## config.mk

```make
export PLATFORM = sky130hd
export DESIGN_NAME = bis_blend
export DESIGN_NICKNAME = d
export VERILOG_FILES = /design/src/rtl/bis_pkg.sv /design/src/rtl/bis_blend.sv
export SDC_FILE = /design/constraint.sdc
export NUM_CORES = 2
export LEC_CHECK = 0
export ABC_AREA = 1
export BUFFER_PORTS_ARGS = -buffer_cell sky130_fd_sc_hd__clkbuf_2
export CORE_ASPECT_RATIO = 1.1
export CORE_MARGIN = 1
export CORE_UTILIZATION = 25
export DETAILED_ROUTE_END_ITERATION = 16
export GPL_ROUTABILITY_DRIVEN = 0
export GPL_TIMING_DRIVEN = 1
export PLACE_DENSITY = 0.46
export SYNTH_ARGS = -nofsm -noshare
export SYNTH_HDL_FRONTEND = slang
export SYNTH_SLANG_ARGS = --single-unit
```

## constraint.sdc

```tcl
create_clock -name clk -period 15.1 [get_ports clk]
set_clock_uncertainty 0.05 [all_clocks]
set_input_delay 4.53 -clock clk [delete_from_list [all_inputs] [get_ports clk]]
set_output_delay 4.53 -clock clk [all_outputs]
set_load 0.03 [all_outputs]
```

## src/rtl/bis_pkg.sv

```systemverilog
// Shared types, codes and arithmetic for the bilinear image sampler.
// No dependencies; imported by every module of the block.
package bis_pkg;

  // Default image store geometry.
  localparam int MAX_WIDTH_DEF  = 256;
  localparam int MAX_HEIGHT_DEF = 256;

  // Item opcodes.
  localparam logic [1:0] OP_WRITE  = 2'd0;
  localparam logic [1:0] OP_SAMPLE = 2'd1;
  localparam logic [1:0] OP_NORM   = 2'd2;
  localparam logic [1:0] OP_NONE   = 2'd3;

  // Configuration register indexes.
  localparam logic [1:0] REG_WIDTH  = 2'd0;
  localparam logic [1:0] REG_HEIGHT = 2'd1;

  localparam int CFG_W = 9;

  // Sequencer states.
  typedef enum logic [2:0] {
    ST_IDLE,
    ST_SETUP,
    ST_RD0,
    ST_RD1,
    ST_RD2,
    ST_RD3,
    ST_BLY,
    ST_BLX
  } bis_state_t;

  // Controls from the sequencer to the blend datapath.
  typedef struct packed {
    logic       cap_en;
    logic [1:0] cap_idx;
    logic       y_en;
    logic       x_en;
  } bis_blend_ctl_t;

  // One channel blend: (a*(256-f) + b*f + 128) >> 8, rounded to nearest.
  function automatic logic [7:0] blend8(input logic [7:0] a, input logic [7:0] b,
                                        input logic [7:0] f);
    logic [16:0] acc;
    acc = 17'(a) * 17'(9'd256 - 9'(f)) + 17'(b) * 17'(f) + 17'd128;
    return acc[15:8];
  endfunction

endpackage

```

## src/rtl/bis_blend.sv

```systemverilog
// Blend datapath: collects four texels, blends along y, then along x,
// and holds the result item. Depends on bis_pkg for blend8 and controls.
module bis_blend
  import bis_pkg::*;
(
  input  logic           clk,
  input  bis_blend_ctl_t ctl,
  input  logic [31:0]    rdata,
  input  logic [7:0]     fx,
  input  logic [7:0]     fy,
  output logic [31:0]    result
);

  logic [31:0] t00_r, t01_r, t10_r;
  logic [31:0] left_nxt, right_nxt, left_r, right_r;
  logic [31:0] res_nxt, res_r;

  // The fourth texel is used straight from the store output.
  always_comb begin
    for (int c = 0; c < 4; c++) begin
      left_nxt[8*c +: 8]  = blend8(t00_r[8*c +: 8], t01_r[8*c +: 8], fy);
      right_nxt[8*c +: 8] = blend8(t10_r[8*c +: 8], rdata[8*c +: 8], fy);
      res_nxt[8*c +: 8]   = blend8(left_r[8*c +: 8], right_r[8*c +: 8], fx);
    end
  end

  always_ff @(posedge clk) begin
    if (ctl.cap_en) begin
      case (ctl.cap_idx)
        2'd0:    t00_r <= rdata;
        2'd1:    t01_r <= rdata;
        default: t10_r <= rdata;
      endcase
    end
    if (ctl.y_en) begin
      left_r  <= left_nxt;
      right_r <= right_nxt;
    end
    if (ctl.x_en) begin
      res_r <= res_nxt;
    end
  end

  assign result = res_r;

endmodule

```

# After elaboration in Yosys (flattened, before gate mapping)

Cells that the tools add are included.

Output and inout port bits: 32
Word-level logic and storage cells: 63
Bits of input ports: 54
Bits in registers: 192

$mul: 24
Reductions and logical operators: 5
Equal/unequal tests: 1
$add $sub $neg: 26
Bitwise logic cells: 1

Operator list:

| cell                                                 | count |
|---|---|
| adder 16 bit                                         | 12 |
| adder 16 x 8 -> 16 bit (second input constant)       | 12 |
| multiplier 8 x 8 -> 16 bit                           | 12 |
| multiplier 8 x 17 -> 16 bit                          | 10 |
| multiplier 9 x 10 -> 16 bit                          | 2 |
| subtractor 9 x 8 -> 10 bit (first input constant)    | 2 |
| AND reduction 2 bit                                  | 3 |
| equality test 2 x 1 -> 1 bit (second input constant) | 1 |
| logical NOT 2 bit                                    | 1 |
| OR reduction 2 bit                                   | 1 |
| NOT 1 bit                                            | 1 |

# Longest topological paths before layout

Depth in word-level cells: 4
Gate-level depth with buffers: 37
Gate-level depth less buffers: 34

# Worst setup path after synthesis

Ideal clock, no wire load.

Path type: input-to-reg
Start: input port fy[0]
End: register right_r[30], data pin
Setup time: 0.252 ns
Cell stages on the path: 29
Data arrival time: 10.340 ns
Buffers on the path: 4
Required time: 14.798 ns
Setup slack: 4.457 ns
Cells stage by stage: buf_2 > clkbuf_1 > clkbuf_1 > inv_1 > ha_1 > nand3_1 > inv_1 > nand2_1 > o21ai_1 > nand2_1 > buf_2 > nor2_1 > fa_1 > inv_1 > fa_1 > inv_1 > fa_1 > inv_1 > fa_1 > fa_1 > fa_1 > inv_1 > ha_1 > a21oi_1 > o21ai_0 > a21oi_1 > nand2_1 > nand2_1 > nand2_1

Word-level cells in the longest chain between the ends: 4
Elaborated cells between the ends (all ways): 5
Those cells by class: add/sub: 3; mul: 2

RTL lines:

| what                        | line            | RTL |
|---|---|---|
| start, declared             | bis_blend.sv:10 | `input logic [7:0] fy,` |
| subtractor 9 x 8 -> 10 bit  | bis_pkg.sv:45   | `acc = 17'(a) * 17'(9'd256 - 9'(f)) + 17'(b) * 17'(f) + 17'd128;` |
| multiplier 9 x 10 -> 16 bit | bis_pkg.sv:45   |  |
| adder 16 bit *              | bis_pkg.sv:45   |  |
| adder 16 x 8 -> 16 bit *    | bis_pkg.sv:45   |  |
| named net right_nxt[30]     | bis_blend.sv:15 | `logic [31:0] left_nxt, right_nxt, left_r, right_r;` |
| end signal, assigned        | bis_blend.sv:37 | `right_r <= right_nxt;` |
| end, declared               | bis_blend.sv:15 |  |

The timed path passes the listed nets; every way through them passes the cells marked *.
A chain may end at the register's enable or synchronous reset.

# Worst setup path after layout

Start: input port fy[2]
End: register left_r[22], data pin

Word-level cells in the longest chain between the ends: 4
Elaborated cells between the ends (all ways): 5
Those cells by class: add/sub: 3; mul: 2

RTL lines:

| what                        | line            | RTL |
|---|---|---|
| subtractor 9 x 8 -> 10 bit  | bis_pkg.sv:45   |  |
| multiplier 8 x 17 -> 16 bit | bis_pkg.sv:45   |  |
| adder 16 bit *              | bis_pkg.sv:45   |  |
| adder 16 x 8 -> 16 bit *    | bis_pkg.sv:45   |  |
| named net left_nxt[22]      | bis_blend.sv:15 |  |
| end signal, assigned        | bis_blend.sv:36 | `left_r <= left_nxt;` |
| end, declared               | bis_blend.sv:15 |  |

Marks and branches as above.

==> impl_metrics.tcl <==
set metrics [dict create \
    status "complete, no violations" \
    synthFlopType "edfxtp_1" \
    cts_buffers 17 \
    avgRoutedWirePerCell_um 16.67 \
    seq_area_frac_synth_pct 9.005 \
    final-seq-area_sq_um 5766 \
    clk_pin_slew_ns 0.08 \
    core_area_sq_um 254400 \
    grt_use_total_pct 15.16 \
    synth_edf_count 192 \
    fp.dieH_um 532.8 \
    hold_viol 0 \
    start_util_pct 25.17 \
    syn_area_sq_um 64030 \
    postRouteAntennaNets 0 \
    num_rows 194 \
    drt_pass1_iterations 7 \
    tritoncts "built" \
    fin_nets 10150 \
    io_pins 86 \
    die_area_sq_um 258100 \
    hpwl_um 153900 \
    critPathKind "input port to flop" \
    hold_slack_ns 1.040 \
    synth_warnings 0 \
    wl_um 190900 \
    cp.arrival_ns 11.63 \
    min_path_type "flop to flop" \
    worstSetupStartpointType "input port" \
    worstPathMaxFanout 39 \
    min_period_over_period_pct 75.31 \
    clk_latency_ns 0.56 \
    grt_pass1_wl_um 301100 \
    setup_tns_ns 0 \
    syn_to_final_growth_pct 6.709 \
    syn_avg_cell_area_sq_um 7.777 \
    end_kind "flop" \
    die_w_um 484.5 \
    ctsResizeCount 0 \
    maxSlewHeadroom_pct 18.43 \
    tightest_slew_ns 1.222 \
    period_needed_ns 11.37 \
    root_buffer "clkbuf_16" \
    grt_start_max_net_pins 120 \
    num_vias 48240 \
    antennaDiodeCount 0 \
    grt-ovfl-total 0 \
    cts.path.max_buffers 2 \
    antenna_found_initial 4 \
    ctsHtreeMaxLevel 4 \
    fillers 27890 \
    crit_required_ns 15.36 \
    synthCells 8233 \
    setup_viol_count_final 0 \
    fmax_mhz 87.94 \
    async_reset_ff_share_pct 0 \
    drc 0 \
    synth-seq-cells 192 \
    maxCapViolCount 0 \
    syn_nets 10280 \
    cts_sinks 192 \
    io_buffers 85 \
    multiInputGateArea_sq_um 46870 \
    drive_above_1_share_pct 2.611 \
    cts_hold_buf 0 \
    synth_cell_types 45 \
    postCtsSetupRepairBufs 0 \
    viasPerCell 4.213 \
    rsz0062_at_grt "false" \
    drt-initial-drc-count 2886 \
    grt_pass1_vias 51920 \
    drv_slew 0 \
]
## cell usage in the layout (no fill, tap or decap), drive strengths merged, types with 20 or more instances in the layout
master,instances
xor2,41
edfxtp,192
clkbuf,94
nor2,592
nand4,43
buf,59
nand3,146
ha,792
xnor2,25
o21bai,20
fa,1200
a21oi,140
nand3b,25
nand2,1916
inv,2700
o21ai,63
## routing by layer
| layer | GRT usage [%] | routed length (um) | up-vias |
|---|---|---|---|
| met5 | 0 | 0 | - |
| met3 | 2.178 | 9221 | 134 |
| met2 | 25.24 | 88710 | 1001 |
| met4 | 2.691 | 3118 | 0 |
| met1 | 20.88 | 89800 | 24040 |
| li1 | - | - | 23070 |
## cell usage after synthesis, types with 20 or more instances
cell type  instances  share of area [%]
buf_2             87               0.68
nand3b_1          25               0.29
nor2_1           577                3.4
o21bai_1          20               0.23
xor2_1            41               0.56
fa_1            1200                 38
nand4_1           42               0.41
buf_1             25               0.15
o21ai_0           60               0.47
ha_1             792                 15
xnor2_1           24               0.33
nand2_1         1911                 11
nand3_1          146                1.1
edfxtp_1         192                9.0
clkbuf_2          60               0.47
a21oi_1          140                1.1
clkbuf_1          97               0.57
inv_1           2681                 16
## flip-flops by register name, indices dropped and copies added (netlist names)
signal	flops
left_r	32
result	32
right_r	32
t00_r	32
t01_r	32
t10_r	32
## logic make-up (layout without fill, tap and decap cells)
family	count (synthesis)	in the layout	share of synthesized area, %
AOI/OAI and AO/OA	248	248	2.109
adders and majority gates	1992	1992	53.00
buffers and inverters	2975	2861	17.83
DFF	192	192	9.005
xor gates and xnor gates	66	66	0.9146
and+or+nand+nor	2760	2760	17.14
## critical path, stage by stage
cell and delay, ns:
buf_2 0.10, buf_4 0.29, inv_1 0.18, nand3_1 0.17
inv_1 0.11, nand2_1 0.08, o21ai_1 0.17, nand2_2 0.38
inv_2 0.72, buf_4 0.36, nand2_1 0.11, fa_1 0.51
fa_1 0.55, inv_1 0.05, fa_1 0.47, fa_1 0.46
fa_1 0.51, inv_1 0.05, fa_1 0.48, inv_1 0.04
ha_1 0.33, a21oi_1 0.29, o21ai_0 0.17, a21oi_1 0.21
nand2_1 0.08, nand2_1 0.06, nand2_1 0.05
## layout make-up
class | count | area share, %
well taps | 3332 | 6.102
inverters | 2694 | 14.80
clock buffers | 18 | 0.6281
multi-input cells | 5066 | 68.60
flip-flops and latches | 192 | 8.439
repair buffers | 135 | 1.194
clock inverters | 14 | 0.2344
## final timing paths
path	from	to	slack, ns	depth (start not counted)
hold / removal	left_r[23]	result[23]	1.04	5
setup reg to reg	right_r[27]	result[31]	9.28	19
hold reg to reg	left_r[23]	result[23]	1.04	5
setup / recovery	fy[2]	left_r[22]	3.73	27
## metrics by stage
stage | area [sq um] | utilization (%) | std cells | setup slack [ns]
3_3_place_gp | 67730 | 26.63 | 11420 | 3.274
2_1_floorplan | 64030 | - | 8233 | 4.457
6_report | 68320 | 26.86 | 11450 | 3.729
5_1_grt | 68320 | 26.86 | 11450 | 3.394
4_1_cts | 68320 | 26.86 | 11450 | 3.759
3_5_place_dp | 67730 | 26.63 | 11420 | 3.147
Power is left out: the tool's default activity adds up to more than one toggle a clock period on the data nets, which glitch-free logic cannot reach.
