[config.mk]
export PLATFORM = sky130hd
export DESIGN_NAME = bis_coord
export DESIGN_NICKNAME = d
export VERILOG_FILES = /design/src/rtl/bis_pkg.sv /design/src/rtl/bis_coord.sv
export SDC_FILE = /design/constraint.sdc
export NUM_CORES = 1
export LEC_CHECK = 0
export ABC_AREA = 1
export BUFFER_PORTS_ARGS = -buffer_cell sky130_fd_sc_hd__buf_2
export CORE_MARGIN = 4
export CORE_UTILIZATION = 56
export CTS_BUF_LIST = sky130_fd_sc_hd__clkbuf_16
export CTS_CLUSTER_DIAMETER = 80
export DETAILED_ROUTE_END_ITERATION = 8
export PLACE_DENSITY = 0.75
export SLEW_MARGIN = 20
export SYNTH_ARGS = -nofsm -noshare
export SYNTH_HDL_FRONTEND = slang
export SYNTH_SLANG_ARGS = --single-unit
[constraint.sdc]
create_clock -name clk -period 8.1 [get_ports clk]
set_clock_uncertainty 0.1 [all_clocks]
set_input_delay 2.025 -clock clk [delete_from_list [all_inputs] [get_ports clk]]
set_output_delay 2.025 -clock clk [all_outputs]
set_load 0.02 [all_outputs]
[src/rtl/bis_pkg.sv]
// Shared types, codes and arithmetic for the bilinear image sampler.
// No dependencies; imported by every module of the block.
package bis_pkg;

  // Default image store geometry.
  localparam int MAX_WIDTH_DEF  = 256;
  localparam int MAX_HEIGHT_DEF = 256;

  // Item opcodes.
  localparam logic [1:0] OP_WRITE  = 2'd0;
  localparam logic [1:0] OP_SAMPLE = 2'd1;
  localparam logic [1:0] OP_NORM   = 2'd2;
  localparam logic [1:0] OP_NONE   = 2'd3;

  // Configuration register indexes.
  localparam logic [1:0] REG_WIDTH  = 2'd0;
  localparam logic [1:0] REG_HEIGHT = 2'd1;

  localparam int CFG_W = 9;

  // Sequencer states.
  typedef enum logic [2:0] {
    ST_IDLE,
    ST_SETUP,
    ST_RD0,
    ST_RD1,
    ST_RD2,
    ST_RD3,
    ST_BLY,
    ST_BLX
  } bis_state_t;

  // Controls from the sequencer to the blend datapath.
  typedef struct packed {
    logic       cap_en;
    logic [1:0] cap_idx;
    logic       y_en;
    logic       x_en;
  } bis_blend_ctl_t;

  // One channel blend: (a*(256-f) + b*f + 128) >> 8, rounded to nearest.
  function automatic logic [7:0] blend8(input logic [7:0] a, input logic [7:0] b,
                                        input logic [7:0] f);
    logic [16:0] acc;
    acc = 17'(a) * 17'(9'd256 - 9'(f)) + 17'(b) * 17'(f) + 17'd128;
    return acc[15:8];
  endfunction

endpackage

[src/rtl/bis_coord.sv]
// Coordinate unit: scales normalized positions, clamps to the image and
// splits into texel indexes and fractions. Depends on bis_pkg.
module bis_coord
  import bis_pkg::*;
#(
  parameter int MAX_WIDTH  = MAX_WIDTH_DEF,
  parameter int MAX_HEIGHT = MAX_HEIGHT_DEF,
  parameter int WW  = $clog2(MAX_WIDTH + 1),
  parameter int WH  = $clog2(MAX_HEIGHT + 1),
  parameter int PXW = (WW + 8 > 16) ? WW + 8 : 16,
  parameter int PYW = (WH + 8 > 16) ? WH + 8 : 16,
  parameter int XW  = PXW - 8,
  parameter int YW  = PYW - 8
) (
  input  logic          clk,
  input  logic          load,
  input  logic          setup,
  input  logic [1:0]    op,
  input  logic [15:0]   pos_x,
  input  logic [15:0]   pos_y,
  input  logic [WW-1:0] w,
  input  logic [WH-1:0] h,
  output logic [XW-1:0] x0,
  output logic [XW-1:0] x1,
  output logic [YW-1:0] y0,
  output logic [YW-1:0] y1,
  output logic [7:0]    fx,
  output logic [7:0]    fy
);

  logic [16+WW-1:0] prod_x;
  logic [16+WH-1:0] prod_y;
  logic [PXW-1:0]   px_nxt, px_r, hi_x, cx;
  logic [PYW-1:0]   py_nxt, py_r, hi_y, cy;
  logic [XW-1:0]    x0_r, x1_r;
  logic [YW-1:0]    y0_r, y1_r;
  logic [7:0]       fx_r, fy_r;

  // Normalized coordinates scale by the image size with rounding.
  always_comb begin
    prod_x = (16+WW)'(pos_x) * (16+WW)'(w) + (16+WW)'(128);
    prod_y = (16+WH)'(pos_y) * (16+WH)'(h) + (16+WH)'(128);
    if (op == OP_NORM) begin
      px_nxt = PXW'(prod_x[16+WW-1:8]);
      py_nxt = PYW'(prod_y[16+WH-1:8]);
    end else begin
      px_nxt = PXW'(pos_x);
      py_nxt = PYW'(pos_y);
    end
  end

  // Clamp below to 3/256 first, then above to size minus one.
  always_comb begin
    hi_x = PXW'({WW'(w - WW'(1)), 8'h00});
    hi_y = PYW'({WH'(h - WH'(1)), 8'h00});
    cx = (px_r < PXW'(3)) ? PXW'(3) : px_r;
    cy = (py_r < PYW'(3)) ? PYW'(3) : py_r;
    if (cx > hi_x) begin
      cx = hi_x;
    end
    if (cy > hi_y) begin
      cy = hi_y;
    end
  end

  always_ff @(posedge clk) begin
    if (load) begin
      px_r <= px_nxt;
      py_r <= py_nxt;
    end
    if (setup) begin
      fx_r <= cx[7:0];
      fy_r <= cy[7:0];
      x0_r <= cx[PXW-1:8];
      y0_r <= cy[PYW-1:8];
      x1_r <= cx[PXW-1:8] + XW'(cx[7:0] != 8'h00);
      y1_r <= cy[PYW-1:8] + YW'(cy[7:0] != 8'h00);
    end
  end

  assign x0 = x0_r;
  assign x1 = x1_r;
  assign y0 = y0_r;
  assign y1 = y1_r;
  assign fx = fx_r;
  assign fy = fy_r;

endmodule

* Yosys cells after proc, flatten, opt, wreduce, memory -nomap -nowiden
Index checks and enable logic that the tools add are counted.
Cells by class: add/sub/neg operators 6, multiply operators 2, $lt $le $gt $ge 4, equality and inequality tests 1, muxes and demuxes 6, reduce and logical (&&, ||, !) cells 2
Operator list (count):
- 2-to-1 mux 17 bit | 4
- adder 25 x 8 -> 25 bit, second input constant | 2
- multiplier 16 x 9 -> 25 bit | 2
- greater-than comparator 17 bit | 2
- < comparator 17 x 2 -> 1 bit, second input constant | 2
- 2-to-1 mux 16 bit | 2
- adder 9 x 1 -> 9 bit | 2
- subtractor 9 x 1 -> 9 bit, second input constant | 2
- nonzero test 8 bit | 2
- equality test 2 bit, second input constant | 1
Storage, ports and cells: register bits 86, input bits 55, output and inout port bits 52, logic and storage cells 31

* Logic depth before layout (Yosys ltp)
Gate-level depths: netlist (run 1).
word-level depth 6, mapped depth 28, mapped depth without buffers 26

* Worst setup path after synthesis (run 1)
Ideal clock, no wire load.
path kind input to register, from input w[8], to register px_r[16] (data pin), library setup time 0.255 ns, data arrival time 6.328 ns, required time 7.745 ns, path slack 1.417 ns, stages 19, buffers on the path 2, cells stage by stage clkbuf_1 -> clkbuf_1 -> nand2_1 -> fa_1 -> inv_1 -> fa_1 -> inv_1 -> fa_1 -> fa_1 -> inv_1 -> ha_1 -> ha_1 -> nand2_1 -> nor2_1 -> inv_1 -> nor4_1 -> nand4_1 -> a21oi_1 -> nor2_1
Between the ends: cells in the longest elaborated chain, start to end 2
RTL lines:
- from (decl) | line bis_coord.sv:21 | input logic [WW-1:0] w,
- multiplier 16 x 9 -> 25 bit | line bis_coord.sv:41 | prod_x = (16+WW)'(pos_x) * (16+WW)'(w) + (16+WW)'(128);
- adder 25 x 8 -> 25 bit | line bis_coord.sv:41
- to (signal assigned) | line bis_coord.sv:68 | px_r <= px_nxt;
- to (decl) | line bis_coord.sv:33 | logic [PXW-1:0] px_nxt, px_r, hi_x, cx;
No other way between the ends. A chain may end at the register's enable or synchronous reset.

* Worst setup path in the final report (run 1)
Same ends and word-level chain as after synthesis.

==> results.ini, run 1 <==
[global_routing]
use_met2_pct = 38.9
grt_pass1_vias = 11900
grt_usage_pct = 24.1
met3_usage_pct = 2.14
use_met1_pct = 35.5
grt_pass1_wl_um = 57500
grt_max_degree = 53
busiest_layer = met2
gr-total-overflow = 0
antenna_found_initial = 0

[clock_network]
insertion_delay_ns = 0.33
cts_tree = built
cts_buffer_depth = 2
cts_root_buf = clkbuf_16
cts_sinks = 86
htree_levels = 3
ctsResizeCount = 0
cts_inserted_buffers = 9
clkSlewWorstSetupHoldPaths_ns = 0.06
cts_setup_buffers = 0
cts-hold-fix-buffers = 0

[die]
rows = 59
core_area_um2 = 26000
start_util_pct = 56.8
die-area_um2 = 29000
dieHeight_um = 170
ios = 107
dieWidth_um = 170

[power]
intPower_uw = 2250
p_sw_uw = 2550
power_frac_seq_pct = 15.1
swShare_pct = 53.1
clkPwrFrac_pct = 8.2
vdd_drop_max_uv = 169
p_leak_uw = 0.00912
p_per_area_nw_per_um2 = 307
combPwrFrac_pct = 76.7
total_power_uw = 4790

[synthesis]
synth_area_leader_cell = fa_1
synth.cell_area_um2 = 14800
synthCells = 1927
synth_area_leaders = fa_1, edfxtp_1, nand2_1
synth_top_area_share_pct = 26.8
synth_fp_nets = 2318
netlist-cell-type-count = 40
yosys_register_bits = 86
ys_warn_count = 0
syn_avg_cell_area_um2 = 7.66
ys_seq_area_share_pct = 17.5

[timing]
timing.final.crit_period_ns = 6.59
slew_violations = 0
finalHoldViolations = 0
fmax_ghz = 0.152
post-route-period-util_pct = 81.4
tightest_slew_ns = 0.766
relSlewSlack_pct = 48.5
finalSetupTns_ns = 0
rsz0062_at_grt = no
setup_viol = 0

[routing]
drt_iter0_markers = 853
antenna_left = 0
routed_wirelength_um = 33800
via_per_inst = 5.18
route.detailed.wl_per_inst_um = 14.8
dr.pass1.iters = 5
drc = 0
via_count = 11900

[worst_setup_path]
arrival_ns = 6.58
crit_path_end_kind = flip-flop
critPathTopFamily = adder cells
crit_chain = buf_2 > nand2_1 > fa_1 > inv_1 > fa_1 > inv_1 > fa_1 > fa_1 > inv_1 > ha_1 > ha_1 > nand2_1 > nor2_1 > inv_1 > nor4_1 > nand4_1 > a21oi_1 > nor2_1
path_buf_inv = 5
max_stage_delay_ns = 0.55
worstSetupPathType = input port to flip-flop
slowest_stage = fa_1
cp.required_ns = 8.08
path_max_fanout = 17
worst_setup_path_start_kind = input port

[finish]
area_delta_synth_final_pct = 5.79
diodes = 0
nets = 2345
post-route-util_pct = 60.1
drive_gt1_share_pct = 9.39

[outcome]
status = finished clean

[min_path]
hold_path.class = flip-flop to flip-flop

[placed_design]
place.gp.congestion = 0.985
place_hpwl_um = 27900
io_buffers = 106

[job]
drv_cap = 0

worst paths after layout:
| check | start | end | slack [ns] | cells after the start |
|---|---|---|---|---|
| hold / removal | px_r[3] | fx[3] | 0.51 | 2 |
| setup reg to reg | px_r[12] | x1[8] | 4.76 | 19 |
| hold reg to reg | px_r[3] | fx[3] | 0.51 | 2 |
| setup / recovery | w[8] | px_r[16] | 1.51 | 18 |
cells in the final DEF (no fill, tap or decap), drive strengths merged, types with 2 or more instances in the layout:
| master | instances |
|---|---|
| fa | 198 |
| xor2 | 18 |
| and2 | 2 |
| nor3 | 8 |
| xnor2 | 17 |
| nand3b | 5 |
| buf | 108 |
| or2 | 2 |
| nor2 | 117 |
| nand4 | 14 |
| nand2 | 571 |
| o21a | 2 |
| nand3 | 91 |
| a21o | 4 |
| a21oi | 40 |
| o21ai | 33 |
| o41ai | 2 |
| a31oi | 4 |
| edfxtp | 86 |
| ha | 138 |
| nor4 | 4 |
| o21bai | 9 |
| clkbuf | 9 |
| clkinv | 3 |
| inv | 470 |
registers in the layout (all words and copies together) (netlist names):
register / flops
fx: 8
py_r: 17
y1: 9
y0: 9
x0: 9
x1: 9
fy: 8
px_r: 17
worst register-to-register path: stages (launching register included):
cell	delay (ns)
edfxtp_1	0.52
ha_1	0.35
nand2_1	0.10
inv_2	0.05
nand2_1	0.05
nand2_1	0.05
nand2_1	0.07
nand3_2	0.20
nand2_4	0.29
inv_4	0.09
a21oi_1	0.19
nor2_1	0.06
nand3_1	0.08
ha_1	0.19
ha_1	0.20
nand3_1	0.15
nor2_2	0.17
nand2_1	0.07
nand2_1	0.06
nand2_1	0.05
synthesized netlist by cell type, drive strengths merged:
cell and n:
nand2 571, inv 467, fa 198, ha 138
nor2 117, nand3 91, edfxtp 86, clkbuf 60
a21oi 40, o21ai 33, buf 32, xor2 18
xnor2 17, nand4 14, o21bai 9, nor3 8
nand3b 5, a21o 4, a31oi 4, nor4 4
and2 2, o21a 2, o41ai 2, or2 2
a211oi 1, a21boi 1, clkinv 1
cell families after synthesis:
kind of cell / count (synthesis) / synth area share [%]
simple gates: 814 / 23.7
fa+ha+maj: 336 / 38.5
xor+xnor: 35 / 2.08
flops: 86 / 17.5
buf+inv: 560 / 14.6
compound gates: 96 / 3.63
power groups by stage:
stage / combinational (uW) / sequential (uW) / clock (uW)
floorplan: 2740 / 783 / 0
global placement: 3570 / 730 / 0
detailed placement: 3640 / 734 / 0
CTS: 3670 / 724 / 398
global route: 4220 / 736 / 419
finish: 3680 / 725 / 393
metrics by stage:
stage          area [um^2]  hold WS, ns  std cells  setup WS, ns
2_1_floorplan        14800        0.428       1927          1.42
3_3_place_gp         15300        0.491       2278          1.19
3_5_place_dp         15300        0.485       2278          1.21
4_1_cts              15600        0.501       2294          1.55
5_1_grt              15600        0.553       2294          1.26
6_report             15600        0.507       2294          1.51
routing by layer:
layer / up-vias / routed length [um]
li1: 5782 / -
met1: 5672 / 15500
met2: 380 / 15600
met3: 50 / 2090
met4: 0 / 575
met5: - / 0
layout make-up:
class	instances	area, um^2
Multi-Input combinational cell	1281	10000
Inverter	468	1760
Clock inverter	7	58.8
Fill cell	2354	10400
Sequential cell	86	2580
Tap cell	335	419
Clock buffer	9	225
Timing Repair Buffer	108	548
No activity file was read; power rests on OpenSTA's default activity.
==> run 2, diff against run 1 <==
==> constraint.sdc (replaced) <==
create_clock -name clk -period 6.2 [get_ports clk]
set_clock_uncertainty 0.1 [all_clocks]
set_input_delay 1.55 -clock clk [delete_from_list [all_inputs] [get_ports clk]]
set_output_delay 1.55 -clock clk [all_outputs]
set_load 0.02 [all_outputs]
==> results.ini, run 2 (synthesis results as in run 1) <==
[timing]
finalSetupTns_ns = 0  ; unchanged
setup_viol = 0  ; unchanged
rsz0062_at_grt = no  ; unchanged
finalHoldViolations = 0  ; unchanged
slew_violations = 0  ; unchanged
relSlewSlack_pct = 27.8  ; was 48.5%
timing.final.crit_period_ns = 5.92
fmax_ghz = 0.169
post-route-period-util_pct = 95.5
tightest_slew_ns = 1.08  ; was 0.766 ns

[worst_setup_path]
worst_setup_path_start_kind = input port  ; unchanged
slowest_stage = fa_1  ; unchanged
worstSetupPathType = input port to flip-flop  ; unchanged
cp_common_cell = nand2_1
cp-startpoint = w[4]  ; was w[8]
ff2ff_path_depth = 19  ; unchanged
max_stage_delay_ns = 0.55  ; about the same
crit_chain = buf_2 > nand2_1 > inv_1 > fa_1 > fa_1 > fa_1 > inv_1 > fa_1 > inv_1 > ha_1 > ha_1 > nand2_1 > inv_1 > nand3_1 > nor3_1 > nand3_1 > nand2_1 > nand2_1 > nand2_1 > nand2_1 > nand3_1 > nand2_1  ; was buf_2 > nand2_1 > fa_1 > inv_1 > fa_1 > inv_1 > fa_1 > fa_1 > inv_1 > ha_1 > ha_1 > nand2_1 > nor2_1 > inv_1 > nor4_1 > nand4_1 > a21oi_1 > nor2_1
rr_endpoint = x1[8]  ; unchanged
crit_path_end_kind = flip-flop  ; unchanged
path_max_fanout = 18  ; was 17
r2r_slack_ns = 2.78  ; was 4.76 ns
cp.required_ns = 6.18  ; was 8.08 ns
r2r_start = px_r[12]  ; unchanged
arrival_ns = 5.90  ; was 6.58 ns
crit_path_end = px_r[10]  ; was px_r[16]

[min_path]
hold_path.class = flip-flop to flip-flop  ; unchanged

[clock_network]
insertion_delay_ns = 0.34  ; was 0.33 ns
cts_buffer_depth = 2  ; unchanged
cts_inserted_buffers = 9  ; unchanged
htree_levels = 3  ; unchanged
clkSlewWorstSetupHoldPaths_ns = 0.07  ; was 0.06 ns
cts_root_buf = clkbuf_16  ; unchanged
cts_tree = built  ; unchanged
cts_sinks = 86  ; unchanged

[placed_design]
dp.cells = 2329  ; was 2278
place_hpwl_um = 29300  ; was 27900 um
io_buffers = 106  ; unchanged
place.gp.congestion = 0.916  ; was 0.985

[die]
rows = 59  ; unchanged
die-area_um2 = 29000  ; unchanged
dieWidth_um = 170  ; unchanged
core_area_um2 = 26000  ; unchanged
dieHeight_um = 170  ; unchanged
start_util_pct = 56.8  ; unchanged
ios = 107  ; unchanged

[global_routing]
antenna_found_initial = 0  ; unchanged
grt_max_degree = 53  ; unchanged
grt_pass1_vias = 12100  ; was 11900
grt_usage_pct = 24.9  ; was 24.1%
grt_pass1_wl_um = 59100  ; was 57500 um
gr-total-overflow = 0  ; unchanged

[routing]
drc = 0  ; unchanged
routed_wirelength_um = 34800  ; was 33800 um
route.detailed.wl_per_inst_um = 14.8  ; about the same
dr.pass1.iters = 7  ; was 5
via_count = 12200  ; was 11900
antenna_left = 0  ; unchanged
drt_iter0_markers = 800  ; was 853
via_per_inst = 5.20  ; was 5.18

[power]
power_frac_seq_pct = 14.5  ; was 15.1%
p_leak_uw = 0.00936  ; was 0.00912 uW
p_sw_uw = 3400  ; was 2550 uW
clkPwrFrac_pct = 8.6  ; was 8.2%
combPwrFrac_pct = 76.8  ; was 76.7%
intPower_uw = 3120  ; was 2250 uW
vdd_drop_max_uv = 291  ; was 169 uV
swShare_pct = 52.1  ; was 53.1%
p_per_area_nw_per_um2 = 407  ; was 307 nW/um^2

[finish]
drive_gt1_share_pct = 11.8  ; was 9.39%
finalNonFillerCells = 2344  ; was 2294
area_delta_synth_final_pct = 8.61  ; was 5.79%
layout_common_cells = nand2_1, inv_1, fa_1, ha_1, buf_2  ; unchanged
nets = 2396  ; was 2345
diodes = 0  ; unchanged
final_common_cell = nand2_1  ; unchanged
reg_top3 = px_r: 17 flops, py_r: 17 flops  ; unchanged

[job]
drv_cap = 0  ; unchanged

[outcome]
status = finished clean  ; unchanged

==> run 2: how the worst min path moves through the flow <==
| stage | from | endpoint | slack (ns) | depth (start not counted) |
|---|---|---|---|---|
| finish | px_r[3] | fx[3] | 0.52 | 2 |
| global route | px_r[3] | fx[3] | 0.55 | 2 |
| CTS | px_r[3] | fx[3] | 0.52 | 2 |
| detailed placement | px_r[3] | fx[3] | 0.50 | 2 |
| global placement | px_r[3] | fx[3] | 0.49 | 2 |
| floorplan | px_r[3] | fx[3] | 0.43 | 2 |
==> run 2: stage by stage <==
step           power [uW]  setup WS [ns]  hold slack, ns  area (um^2)  utilization, %
2_1_floorplan        4600         0.0109           0.428        14800               -
3_3_place_gp         5840        -0.0236           0.494        15700            60.5
3_5_place_dp         5920        -0.0696           0.502        15700            60.5
4_1_cts              6530          0.272           0.516        16000            61.7
5_1_grt              7300         0.0181           0.549        16000            61.7
6_report             6530          0.281           0.518        16000            61.7
==> run 2: worst max-delay path, delay by kind of cell <==
family,cells,cell delay [ns]
adders and majority gates,6,2.63
and+or+nand+nor,11,1.04
buffers and inverters,5,0.67
==> run 2: area by class of cell <==
class	instances	area, um^2
Tap cell	335	419
Timing Repair Buffer	159	931
Fill cell	2351	9940
Inverter	468	1760
Sequential cell	86	2580
Multi-Input combinational cell	1281	10000
Clock inverter	6	85.1
Clock buffer	9	225
==> run 2: power by group through the flow <==
stage / sequential, uW / combinational (uW) / clock [uW]
global placement: 956 / 4890 / 0
floorplan: 1020 / 3580 / 0
finish: 949 / 5010 / 562
global route: 961 / 5740 / 595
detailed placement: 960 / 4960 / 0
CTS: 948 / 5010 / 571
==> run 2: what timing repair did <==
| item | in CTS | in global routing |
|---|---|---|
| hold buffers | 0 | 0 |
| gates resized for setup | 0 | 2 |
| endpoints found under the setup margin | 0 | 4 |
| buffers inserted | 0 | 0 |
==> run 2: metal layers <==
layer	vias to the layer above	share of wire (%)	global-route usage [%]
li1	5885	-	-
met2	424	46	40.5
met3	64	6.5	2.49
met4	0	2.1	6.32
met1	5809	45	36.1
met5	-	0	0
